<file path="config.mk">
export PLATFORM = sky130hd
export DESIGN_NAME = frame_bitmap_allocator_top
export DESIGN_NICKNAME = d
export VERILOG_FILES = /design/src/design/fba_pkg.sv /design/src/design/fba_bitmap_ram.sv /design/src/design/fba_ctrl.sv /design/src/design/frame_bitmap_allocator_top.sv
export SDC_FILE = /design/constraint.sdc
export NUM_CORES = 2
export LEC_CHECK = 0
export BUFFER_PORTS_ARGS = -buffer_cell sky130_fd_sc_hd__buf_2
export CAP_MARGIN = 25
export CORE_AREA = 2 2 570 572
export CTS_BUF_LIST = sky130_fd_sc_hd__clkbuf_4 sky130_fd_sc_hd__clkbuf_8 sky130_fd_sc_hd__clkbuf_16
export DETAILED_ROUTE_END_ITERATION = 8
export DIE_AREA = 0 0 572 574
export PLACE_DENSITY_LB_ADDON = 0.12
export SLEW_MARGIN = 30
export SYNTH_ARGS = -nofsm -noshare
export SYNTH_HDL_FRONTEND = slang
export SYNTH_SLANG_ARGS = --single-unit
</file>
<file path="constraint.sdc">
create_clock -name clk_i -period 26.8 [get_ports clk_i]
set_clock_uncertainty 0.2 [all_clocks]
set_input_delay 5.36 -clock clk_i [delete_from_list [all_inputs] [get_ports clk_i]]
set_output_delay 5.36 -clock clk_i [all_outputs]
set_load 0.01 [all_outputs]
</file>
<file path="src/design/fba_pkg.sv">
`timescale 1ns / 1ps

package fba_pkg;

  localparam int unsigned NumFrames  = 4096;
  localparam int unsigned PageBytes  = 4096;
  localparam int unsigned WordBits   = 64;
  localparam int unsigned MapWords   = NumFrames / WordBits;

  localparam int unsigned AddrW      = 24;
  localparam int unsigned CountW     = 13;
  localparam int unsigned StatusW    = 3;
  localparam int unsigned CmdW       = 2;
  localparam int unsigned OffW       = $clog2(PageBytes);
  localparam int unsigned FrameW     = AddrW - OffW;
  localparam int unsigned BitW       = $clog2(WordBits);
  localparam int unsigned WordW      = $clog2(MapWords);

  localparam logic [CountW-1:0] TotalReset = CountW'(NumFrames);

  typedef enum logic [CmdW-1:0] {
    CMD_ALLOC   = 2'd0,
    CMD_FREE    = 2'd1,
    CMD_RELEASE = 2'd2,
    CMD_NOP     = 2'd3
  } cmd_e;

  typedef enum logic [StatusW-1:0] {
    ST_OK        = 3'd0,
    ST_NOMEM     = 3'd1,
    ST_UNALIGNED = 3'd2,
    ST_RANGE     = 3'd3,
    ST_FREE      = 3'd4
  } status_e;

  typedef enum logic [1:0] {
    S_IDLE,
    S_SCAN,
    S_UPDATE,
    S_DONE
  } state_e;

  typedef enum logic {
    REG_FRAME_TOTAL = 1'b0
  } reg_idx_e;

  typedef struct packed {
    logic                we;
    logic [WordW-1:0]    waddr;
    logic [WordBits-1:0] wdata;
    logic [WordW-1:0]    raddr;
  } ram_req_t;

  // lowest set bit of a map word
  function automatic logic [BitW-1:0] first_set(input logic [WordBits-1:0] v);
    logic [BitW-1:0] idx;
    idx = '0;
    for (int i = WordBits - 1; i >= 0; i--) begin
      if (v[i]) begin
        idx = BitW'(i);
      end
    end
    return idx;
  endfunction

endpackage

</file>
<file path="src/design/fba_bitmap_ram.sv">
`timescale 1ns / 1ps

module fba_bitmap_ram (
  input  logic                         clk_i,
  input  logic                         rst_ni,
  input  fba_pkg::ram_req_t            req_i,
  output logic [fba_pkg::WordBits-1:0] rdata_o
);

  logic [fba_pkg::WordBits-1:0] mem [fba_pkg::MapWords];
  logic [fba_pkg::MapWords-1:0] valid_q;
  logic [fba_pkg::WordBits-1:0] mem_rdata_q;
  logic                         rvalid_q;

  always_ff @(posedge clk_i) begin
    if (req_i.we) begin
      mem[req_i.waddr] <= req_i.wdata;
    end
    mem_rdata_q <= mem[req_i.raddr];
  end

  // unwritten words read as all used
  always_ff @(posedge clk_i or negedge rst_ni) begin
    if (!rst_ni) begin
      valid_q  <= '0;
      rvalid_q <= 1'b0;
    end else begin
      if (req_i.we) begin
        valid_q[req_i.waddr] <= 1'b1;
      end
      rvalid_q <= valid_q[req_i.raddr];
    end
  end

  assign rdata_o = rvalid_q ? mem_rdata_q : '1;

endmodule

</file>
<file path="src/design/fba_ctrl.sv">
`timescale 1ns / 1ps

module fba_ctrl (
  input  logic                         clk_i,
  input  logic                         rst_ni,
  input  logic [fba_pkg::CountW-1:0]   eff_total_i,
  input  logic                         in_valid_i,
  output logic                         in_ready_o,
  input  logic [fba_pkg::CmdW-1:0]     in_cmd_i,
  input  logic [fba_pkg::AddrW-1:0]    in_addr_i,
  output logic                         out_valid_o,
  input  logic                         out_ready_i,
  output logic [fba_pkg::StatusW-1:0]  out_status_o,
  output logic [fba_pkg::AddrW-1:0]    out_addr_o,
  output logic [fba_pkg::CountW-1:0]   out_free_o,
  output fba_pkg::ram_req_t            ram_req_o,
  input  logic [fba_pkg::WordBits-1:0] ram_rdata_i
);

  localparam int unsigned OffW   = fba_pkg::OffW;
  localparam int unsigned BitW   = fba_pkg::BitW;
  localparam int unsigned WordW  = fba_pkg::WordW;
  localparam int unsigned WB     = fba_pkg::WordBits;
  localparam int unsigned CountW = fba_pkg::CountW;

  fba_pkg::state_e state_q, state_d;

  fba_pkg::cmd_e               cmd_q;
  logic [fba_pkg::AddrW-1:0]   addr_q;
  logic [WordW-1:0]            word_q, word_d;
  logic [CountW-1:0]           count_q, count_d;
  fba_pkg::status_e            res_status_q, res_status_d;
  logic [fba_pkg::AddrW-1:0]   res_addr_q, res_addr_d;
  logic                        out_valid_q;
  logic [fba_pkg::StatusW-1:0] out_status_q;
  logic [fba_pkg::AddrW-1:0]   out_addr_q;
  logic [CountW-1:0]           out_free_q;

  logic                        accept;
  logic                        out_load;

  // allocate scan
  logic [CountW-BitW-1:0]      tot_word;
  logic [BitW-1:0]             tot_bit;
  logic [CountW-BitW-1:0]      cur_word;
  logic [WB-1:0]               lim_mask;
  logic [WB-1:0]               cand;
  logic                        found;
  logic [BitW-1:0]             found_bit;
  logic                        last_word;

  // free / release
  logic [BitW-1:0]             upd_bit;
  logic                        unaligned;
  logic                        out_range;
  logic                        bit_used;

  assign tot_word  = eff_total_i[CountW-1:BitW];
  assign tot_bit   = eff_total_i[BitW-1:0];
  assign cur_word  = (CountW - BitW)'(word_q);

  always_comb begin
    if (cur_word < tot_word) begin
      lim_mask = '1;
    end else if (cur_word == tot_word) begin
      lim_mask = (WB'(1) << tot_bit) - WB'(1);
    end else begin
      lim_mask = '0;
    end
    cand = ~ram_rdata_i & lim_mask;
    if (word_q == '0) begin
      cand[0] = 1'b0;
    end
  end

  assign found     = |cand;
  assign found_bit = fba_pkg::first_set(cand);
  assign last_word = {(cur_word + 1'b1), {BitW{1'b0}}} >= eff_total_i;

  assign upd_bit   = addr_q[OffW+BitW-1:OffW];
  assign unaligned = addr_q[OffW-1:0] != '0;
  assign out_range = {1'b0, addr_q[fba_pkg::AddrW-1:OffW]} >= eff_total_i;
  assign bit_used  = ram_rdata_i[upd_bit];

  assign accept   = in_valid_i && in_ready_o;
  assign out_load = (state_q == fba_pkg::S_DONE) && (!out_valid_q || out_ready_i);

  always_comb begin
    state_d = state_q;
    unique case (state_q)
      fba_pkg::S_IDLE: begin
        if (in_valid_i) begin
          state_d = (fba_pkg::cmd_e'(in_cmd_i) == fba_pkg::CMD_ALLOC) ?
                    fba_pkg::S_SCAN : fba_pkg::S_UPDATE;
        end
      end
      fba_pkg::S_SCAN: begin
        if (found || last_word) begin
          state_d = fba_pkg::S_DONE;
        end
      end
      fba_pkg::S_UPDATE: state_d = fba_pkg::S_DONE;
      fba_pkg::S_DONE: begin
        if (out_load) begin
          state_d = fba_pkg::S_IDLE;
        end
      end
      default: state_d = fba_pkg::S_IDLE;
    endcase
  end

  always_comb begin
    in_ready_o      = 1'b0;
    word_d          = word_q;
    count_d         = count_q;
    res_status_d    = res_status_q;
    res_addr_d      = res_addr_q;
    ram_req_o.we    = 1'b0;
    ram_req_o.waddr = word_q;
    ram_req_o.wdata = ram_rdata_i;
    unique case (state_q)
      fba_pkg::S_IDLE: begin
        in_ready_o = 1'b1;
        word_d     = (fba_pkg::cmd_e'(in_cmd_i) == fba_pkg::CMD_ALLOC) ?
                     '0 : in_addr_i[fba_pkg::AddrW-1:OffW+BitW];
      end
      fba_pkg::S_SCAN: begin
        res_addr_d = '0;
        if (found) begin
          ram_req_o.we    = 1'b1;
          ram_req_o.wdata = ram_rdata_i | (WB'(1) << found_bit);
          count_d         = count_q - 1'b1;
          res_status_d    = fba_pkg::ST_OK;
          res_addr_d      = {word_q, found_bit, {OffW{1'b0}}};
        end else if (last_word) begin
          res_status_d = fba_pkg::ST_NOMEM;
        end else begin
          word_d = word_q + 1'b1;
        end
      end
      fba_pkg::S_UPDATE: begin
        res_addr_d   = '0;
        res_status_d = fba_pkg::ST_OK;
        if (cmd_q == fba_pkg::CMD_FREE || cmd_q == fba_pkg::CMD_RELEASE) begin
          if (unaligned) begin
            res_status_d = fba_pkg::ST_UNALIGNED;
          end else if (out_range) begin
            res_status_d = fba_pkg::ST_RANGE;
          end else if (bit_used) begin
            ram_req_o.we    = 1'b1;
            ram_req_o.wdata = ram_rdata_i & ~(WB'(1) << upd_bit);
            count_d         = count_q + 1'b1;
          end else if (cmd_q == fba_pkg::CMD_FREE) begin
            res_status_d = fba_pkg::ST_FREE;
          end
        end
      end
      fba_pkg::S_DONE: ;
      default: ;
    endcase
    ram_req_o.raddr = word_d;
  end

  always_ff @(posedge clk_i or negedge rst_ni) begin
    if (!rst_ni) begin
      state_q     <= fba_pkg::S_IDLE;
      count_q     <= '0;
      out_valid_q <= 1'b0;
    end else begin
      state_q <= state_d;
      count_q <= count_d;
      if (out_load) begin
        out_valid_q <= 1'b1;
      end else if (out_ready_i) begin
        out_valid_q <= 1'b0;
      end
    end
  end

  always_ff @(posedge clk_i) begin
    word_q       <= word_d;
    res_status_q <= res_status_d;
    res_addr_q   <= res_addr_d;
    if (accept) begin
      cmd_q  <= fba_pkg::cmd_e'(in_cmd_i);
      addr_q <= in_addr_i;
    end
    if (out_load) begin
      out_status_q <= res_status_q;
      out_addr_q   <= res_addr_q;
      out_free_q   <= count_q;
    end
  end

  assign out_valid_o  = out_valid_q;
  assign out_status_o = out_status_q;
  assign out_addr_o   = out_addr_q;
  assign out_free_o   = out_free_q;

endmodule

</file>
<file path="src/design/frame_bitmap_allocator_top.sv">
// Free, release and no-op pass through S_UPDATE to S_DONE; allocate scans map words in S_SCAN,
// 1 to 64 of them (one 64-bit word per cycle), then goes to S_DONE.
// One command at a time; the next is taken once the result is registered into the output
// register, which waits while a previous result is still held back by m_axis_tready.
// Reset: all frames read as used at once (per-word valid bits), free count 0,
// frame_total 4096; no clearing pass.
`timescale 1ns / 1ps

module frame_bitmap_allocator_top (
  input  logic        clk_i,
  input  logic        rst_ni,
  input  logic        psel,
  input  logic        penable,
  input  logic        pwrite,
  input  logic [2:0]  paddr,
  input  logic [31:0] pwdata,
  output logic [31:0] prdata,
  output logic        pready,
  input  logic        s_axis_tvalid,
  output logic        s_axis_tready,
  input  logic [23:0] s_axis_tdata,  // address[23:0]
  input  logic [1:0]  s_axis_tuser,  // cmd[1:0]
  output logic        m_axis_tvalid,
  input  logic        m_axis_tready,
  output logic [39:0] m_axis_tdata   // status[2:0], frame_address[26:3], free_frames[39:27]
);

  localparam int unsigned CountW = fba_pkg::CountW;

  logic [CountW-1:0]            frame_total_q;
  logic [CountW-1:0]            eff_total;
  fba_pkg::reg_idx_e            reg_idx;
  fba_pkg::ram_req_t            ram_req;
  logic [fba_pkg::WordBits-1:0] ram_rdata;
  logic [fba_pkg::StatusW-1:0]  out_status;
  logic [fba_pkg::AddrW-1:0]    out_addr;
  logic [CountW-1:0]            out_free;
  logic                         cfg_sel;

  assign pready  = 1'b1;
  assign reg_idx = fba_pkg::reg_idx_e'(paddr[2]);
  assign cfg_sel = (paddr[2] == 1'b0) && (paddr[1:0] == 2'b00);

  always_ff @(posedge clk_i or negedge rst_ni) begin
    if (!rst_ni) begin
      frame_total_q <= fba_pkg::TotalReset;
    end else if (psel && penable && pwrite && reg_idx == fba_pkg::REG_FRAME_TOTAL) begin
      frame_total_q <= pwdata[CountW-1:0];
    end
  end

  always_comb begin
    prdata = '0;
    if (cfg_sel) begin
      prdata = {{(32 - CountW){1'b0}}, frame_total_q};
    end
  end

  assign eff_total = (frame_total_q > fba_pkg::TotalReset) ? fba_pkg::TotalReset
                                                           : frame_total_q;

  fba_bitmap_ram u_ram (
    .clk_i   (clk_i),
    .rst_ni  (rst_ni),
    .req_i   (ram_req),
    .rdata_o (ram_rdata)
  );

  fba_ctrl u_ctrl (
    .clk_i        (clk_i),
    .rst_ni       (rst_ni),
    .eff_total_i  (eff_total),
    .in_valid_i   (s_axis_tvalid),
    .in_ready_o   (s_axis_tready),
    .in_cmd_i     (s_axis_tuser),
    .in_addr_i    (s_axis_tdata),
    .out_valid_o  (m_axis_tvalid),
    .out_ready_i  (m_axis_tready),
    .out_status_o (out_status),
    .out_addr_o   (out_addr),
    .out_free_o   (out_free),
    .ram_req_o    (ram_req),
    .ram_rdata_i  (ram_rdata)
  );

  assign m_axis_tdata = {out_free, out_addr, out_status};

endmodule

</file>
Yosys cells after proc, flatten, opt, wreduce, memory -nomap -nowiden
Memory sizes are Yosys's and may differ from the RTL's. A register that Yosys moved wholly into a read port is not among the register bits.
Index checks and enable logic that the tools add are counted.
{ "word_totals": {"register_bits": 193, "ram_bits": 4096, "inputBits": 68, "output_inout_bits": 75, "wordCells": 193, "mem_count": 1} }
{ "classes": {"n_addsub": 5, "order_cmp": 8, "eq_ne": 15, "shift": 3, "muxes": 118, "bitwise": 7, "n_reduce_logical": 22} }
{ "memory_table": {"columns": ["memory", "words", "width", "read_ports", "rd_clocked_by_memory_dff", "write_ports", "line", "rtl"], "rows": [
  ["u_ram.mem", 64, 64, 1, 1, 1, "fba_bitmap_ram.sv:10", "logic [fba_pkg::WordBits-1:0] mem [fba_pkg::MapWords];"]
]} }
{ "ops": {"columns": ["operator", "n"], "rows": [
  ["64-bit 2-to-1 mux", 8],
  ["6-bit 2-to-1 mux", 67],
  ["1-bit by 6-bit << shifter with 64-bit output, first input constant", 3],
  ["64-bit bitwise AND", 2],
  ["64-bit NOT", 2],
  ["64-bit bitwise OR", 2],
  ["64-bit case mux with 2 select lines", 1],
  ["13-bit 2-to-1 mux", 7],
  ["64-bit OR reduction", 1],
  ["64-bit by 2-bit subtractor with 64-bit output, second input constant", 1],
  ["24-bit case mux with 2 select lines", 1],
  ["13-bit case mux with 2 select lines", 1],
  ["24-bit 2-to-1 mux", 1],
  ["6-bit by 7-bit less-than comparator with 1-bit output, second input constant", 3],
  ["3-bit 2-to-1 mux", 7],
  ["1-bit 2-to-1 mux", 14],
  ["13-bit by 1-bit adder with 13-bit output, second input constant", 1],
  ["12-bit by 13-bit greater-or-equal comparator with 1-bit output", 1],
  ["13-bit greater-or-equal comparator", 1],
  ["13-bit > comparator, second input constant", 1],
  ["13-bit by 1-bit subtractor with 13-bit output, second input constant", 1],
  ["1-bit binary-select mux with 6-bit select", 2],
  ["6-bit case mux with 2 select lines", 1],
  ["12-bit nonzero test", 1],
  ["25 further kinds", 48]
]} }

Longest topological paths before layout
{ "depth": {"word_depth": 75, "mapped_depth": 32, "mapped_depth_nobuf": 19} }

Hierarchy
A second synthesis with hierarchy kept.
{ "unflattened": {"hier_cells": 7998, "hier_area_um2": 169645.2} }
{ "by_module_without_submodules": {"columns": ["module", "instances", "cells_per_inst", "area_each_um2", "seq_area_each_um2"], "rows": [
  ["fba_bitmap_ram", 1, 6749, 158628.4, 125905.8],
  ["fba_ctrl", 1, 1170, 10139.7, 2592.5],
  ["frame_bitmap_allocator_top", 1, 79, 877.1, 326.6]
]} }

Worst setup path after synthesis
No wires, ideal clock.
{ "synth_timing": {"path_type": "input to output", "start": "input port paddr[1]", "end": "output port prdata[10]", "arrival_ps": 6025, "required_time_ps": 21240, "path_slack_ps": 15215, "cell_stages": 3, "path_buffers": 1, "cell_sequence": "nor3_1 clkbuf_1 and2_1"} }
{ "synth_between": {"elab_chain_cells": 3} }
{ "synth_rtl": {"columns": ["item", "line", "rtl"], "rows": [
  ["from (decl)", "frame_bitmap_allocator_top.sv:15", "input logic [2:0] paddr,"],
  ["2-bit zero test", "frame_bitmap_allocator_top.sv:42", "assign cfg_sel = (paddr[2] == 1'b0) && (paddr[1:0] == 2'b00);"],
  ["1-bit logical AND", "frame_bitmap_allocator_top.sv:42", null],
  ["13-bit 2-to-1 mux", "frame_bitmap_allocator_top.sv:54", "if (cfg_sel) begin"],
  ["to (decl)", "frame_bitmap_allocator_top.sv:17", "output logic [31:0] prdata,"]
]} }
Every way passes these cells.

Final worst setup path
{ "layout_timing": {"start": "input port paddr[1]", "end": "output port prdata[11]"} }
The elaborated chain is that of the path after synthesis.

==> impl_metrics.py <==
metrics = {
    "run_status": {
        "status": "finished clean",
    },
    "logic_synthesis": {
        "yosysWarnings": 0,
        "synth_area_per_cell_um2": 13.55,
        "yosysSeqAreaShare": 0.7294,
        "synthTopCellsByArea": "edfxtp_1 71%, nand2_1 6.6%, nand3_1 4.0%, mux2i_1 2.4%, nand4_1 1.4%",
        "synth_area_um2": 176600,
        "synth_top_area_frac": 0.7081,
        "ys_types": 114,
        "synthFlopType": "edfxtp_1",
        "syn_inst": 13040,
        "yosys.area.top_type": "edfxtp_1",
        "synth_edf_count": 4165,
        "ys_ff_latch": 4329,
        "ys_async_sr_fraction": 0.02171,
    },
    "place": {
        "place.gp.congestion": 0.9446,
        "dpl_worst_slack_ns": 14.16,
        "io_buffers": 91,
        "hpwl_um": 316600,
    },
    "clocking": {
        "cts_tree": "yes",
        "h-tree-depth": 5,
        "clock-sinks": 4329,
        "cts.root.buffer_cell": "clkbuf_16",
        "post-cts-setup-buffers": 0,
        "clkTransAtPathRegs_ns": 0.06,
        "clock_path_buffers": 4,
        "ctsResizeCount": 0,
        "numCtsBuffers": 435,
        "insertion_delay_ns": 0.99,
        "postCtsHoldBufs": 0,
    },
    "critical_path": {
        "crit_type": "input port to output pin",
        "crit_path_start_kind": "input port",
        "endpoint_kind": "output pin",
        "crit_path_max_incr_delay_ns": 0.74,
        "critPathArrivalTime_ns": 6.55,
        "worstPathMaxFanout": 13,
        "crit_required_ns": 21.24,
        "cp_slowest_cell": "nor3_1",
        "reg2reg_slack_ns": 15.07,
        "r2r_cells": 24,
        "crit_top_cell": "buf_2",
        "r2r_end": "u_ram.mem_rdata_q[58]$_DFF_P_",
        "reg2reg_from": "frame_total_q[12]$_DFFE_PN1P_",
        "path_cells": "buf_2 -> nor3_1 -> and2_1 -> buf_2",
    },
    "floorplanning": {
        "io_pins": 143,
        "die_width_um": 572,
        "die_h_um": 574,
        "core_um2": 322700,
        "start_util": 0.5474,
        "rows": 209,
        "dieArea_um2": 328300,
    },
    "flow_run": {
        "maxCapViolations": 0,
    },
    "final_layout": {
        "drive_gt1_frac": 0.1214,
        "nets": 13150,
        "area_delta_synth_final_pct": 11.77,
        "fillerInstances": 24360,
    },
    "sta": {
        "slew_viol_final": 0,
        "slew_headroom": 0.2410,
        "tns_ns": 0,
        "fin_crit_sh": 0.4519,
        "fmax_ghz": 0.08256,
        "hold_viol_final": 0,
        "layout_setup_ws_ns": 14.69,
        "worst_pin_slew_ns": 1.139,
        "rsz0062_at_grt": "no",
        "setup_viol": 0,
        "fin_crit_ns": 12.11,
    },
    "routing": {
        "dr.first_iter.drc_count": 18680,
        "wire_per_inst_um": 33.47,
        "vias": 117800,
        "vias_per_cell": 6.641,
        "totalWireLength_um": 593600,
        "drc_errors": 0,
        "ant_nets": 0,
        "drtPass1Iterations": 8,
    },
    "grt": {
        "grt_pass1_wl_um": 824000,
        "grt_max_degree": 183,
        "grt_pass1_vias": 109200,
        "grt_antenna_before_repair": 35,
        "grt.overflow.total": 0,
        "track_usage": 0.3547,
    },
    "power_and_ir_drop": {
        "ir_drop_mv": 0.2891,
        "power_mw": 28.25,
        "p_per_area_nw_per_um2": 143.1,
        "static-leakage-power_nw": 67.77,
    },
    "hold_path": {
        "min_from": "u_ctrl.res_addr_q[12]$_SDFFCE_PP0N_",
        "holdPathStages": 0,
        "hold_path.class": "flop to flop",
        "min_to": "u_ctrl.out_addr_o[12]$_DFFE_PP_",
    },
}
[sequential cells by signal, summed over array words and instances (netlist names)]
signal / cells
frame_total_q: 13
u_ctrl.count_q: 13
u_ctrl.res_addr_q: 12
u_ctrl.out_free_o: 13
u_ctrl.out_valid_o: 1
u_ctrl.word_q: 6
u_ram.valid_q: 64
u_ram.mem_rdata_q: 64
u_ctrl.out_addr_o: 12
u_ctrl.addr_q: 24
u_ram.rvalid_q: 1
u_ctrl.out_status_o: 3
u_ctrl.res_status_q: 3
u_ram.mem: 4096
u_ctrl.state_q: 2
u_ctrl.cmd_q: 2
[cell type report]
cell class                 count  area, um2  area share
sequential                  4329     128800      0.6526
multi-input combinational   7629      44390      0.2248
clock buffer                 571      12140     0.06151
tap                         4325       5411     0.02741
timing repair buffer         467       3817     0.01934
clock inverter               233       2158     0.01093
inverter                     172      663.1    0.003359
antenna                        6      15.01  0.00007605
[cells in the final DEF (no fill, tap or decap), types with 64 or more instances in the layout]
cell	netlist	routed
dfrtp_1	93	92
a32o_1	132	131
and3b_1	68	68
a32oi_1	75	75
a2111oi_0	73	72
clkbuf_16	0	441
nor2_4	0	66
edfxtp_1	4165	4165
and3_1	86	85
nand2_1	3086	3083
inv_1	165	165
a31oi_1	227	227
clkinv_1	2	90
nor2_1	166	100
mux2_2	139	139
mux2i_1	415	415
dfxtp_1	70	70
o21ai_0	174	122
buf_2	324	91
clkinv_2	0	79
nand4_1	387	387
o32ai_1	64	64
o211ai_1	199	199
buf_4	65	326
nand3_1	1418	1416
a221o_1	65	65
or2_2	73	73
a21oi_1	66	66
clkbuf_4	1	109
o2111ai_1	130	130
[worst max-delay path: cells and delay by family]
family / cells / cell delay [ns]
AND/OR/NAND/NOR: 2 / 0.97
buffers and inverters: 2 / 0.22
[per-stage QoR]
| step | cells | cell area [um2] | hold slack [ns] | util |
|---|---|---|---|---|
| floorplan | 13070 | 176700 | 0.2003 | - |
| global placement | 16910 | 182700 | 0.2027 | 0.5661 |
| detailed placement | 16920 | 183000 | 0.2126 | 0.5672 |
| CTS | 17730 | 197300 | 0.2276 | 0.6115 |
| global route | 17730 | 197400 | 0.2373 | 0.6118 |
| finish | 17730 | 197400 | 0.2259 | 0.6118 |
[worst max-delay path by stage]
stage	cells past startpoint	slack [ns]	to	start
floorplan	3	15.22	prdata[10]	paddr[1]
global placement	16	14.21	u_ram.mem_rdata_q[58]$_DFF_P_	s_axis_tuser[1]
detailed placement	16	14.16	u_ram.mem_rdata_q[58]$_DFF_P_	s_axis_tuser[1]
CTS	4	14.66	prdata[11]	paddr[1]
global route	4	14.54	prdata[10]	paddr[1]
finish	4	14.69	prdata[11]	paddr[1]
[synth_stat cells, drive strengths merged (93+ instances only)]
cell type / n
mux2i: 415
nor2: 167
nand3: 1418
a32o: 132
mux2: 139
inv: 170
nand2: 3088
nand4: 388
a31oi: 227
buf: 429
dfrtp: 93
o2111ai: 130
edfxtp: 4165
o211ai: 199
clkbuf: 511
o21ai: 183
[routing by layer]
metal / vias up / track usage / routed length, um
li1: 49150 / - / -
met1: 59430 / 0.5027 / 226300
met2: 7850 / 0.5353 / 265700
met3: 1323 / 0.07568 / 72700
met4: 12 / 0.1490 / 28810
met5: - / 0 / 78
[power breakdown]
part,internal [mW],leakage (nW),switching (mW)
Sequential,9.93,39.1,0.221
Combinational,2.91,21.5,9.13
Clock,3.48,7.14,2.58
Total,16.3,67.8,11.9
[cells by family after synthesis]
group                      count (synthesis)  share of synthesized area
and+or+nand+nor                         5552                     0.1430
DFF                                     4329                     0.7294
AOI/OAI and AO/OA                       1405                    0.06099
buffers and inverters                   1112                    0.02768
muxes                                    571                    0.03455
adders and majority gates                 46                   0.003301
xor gates and xnor gates                  23                   0.001140
other                                      2                 0.00004252
(Power assumes the default switching activity.)
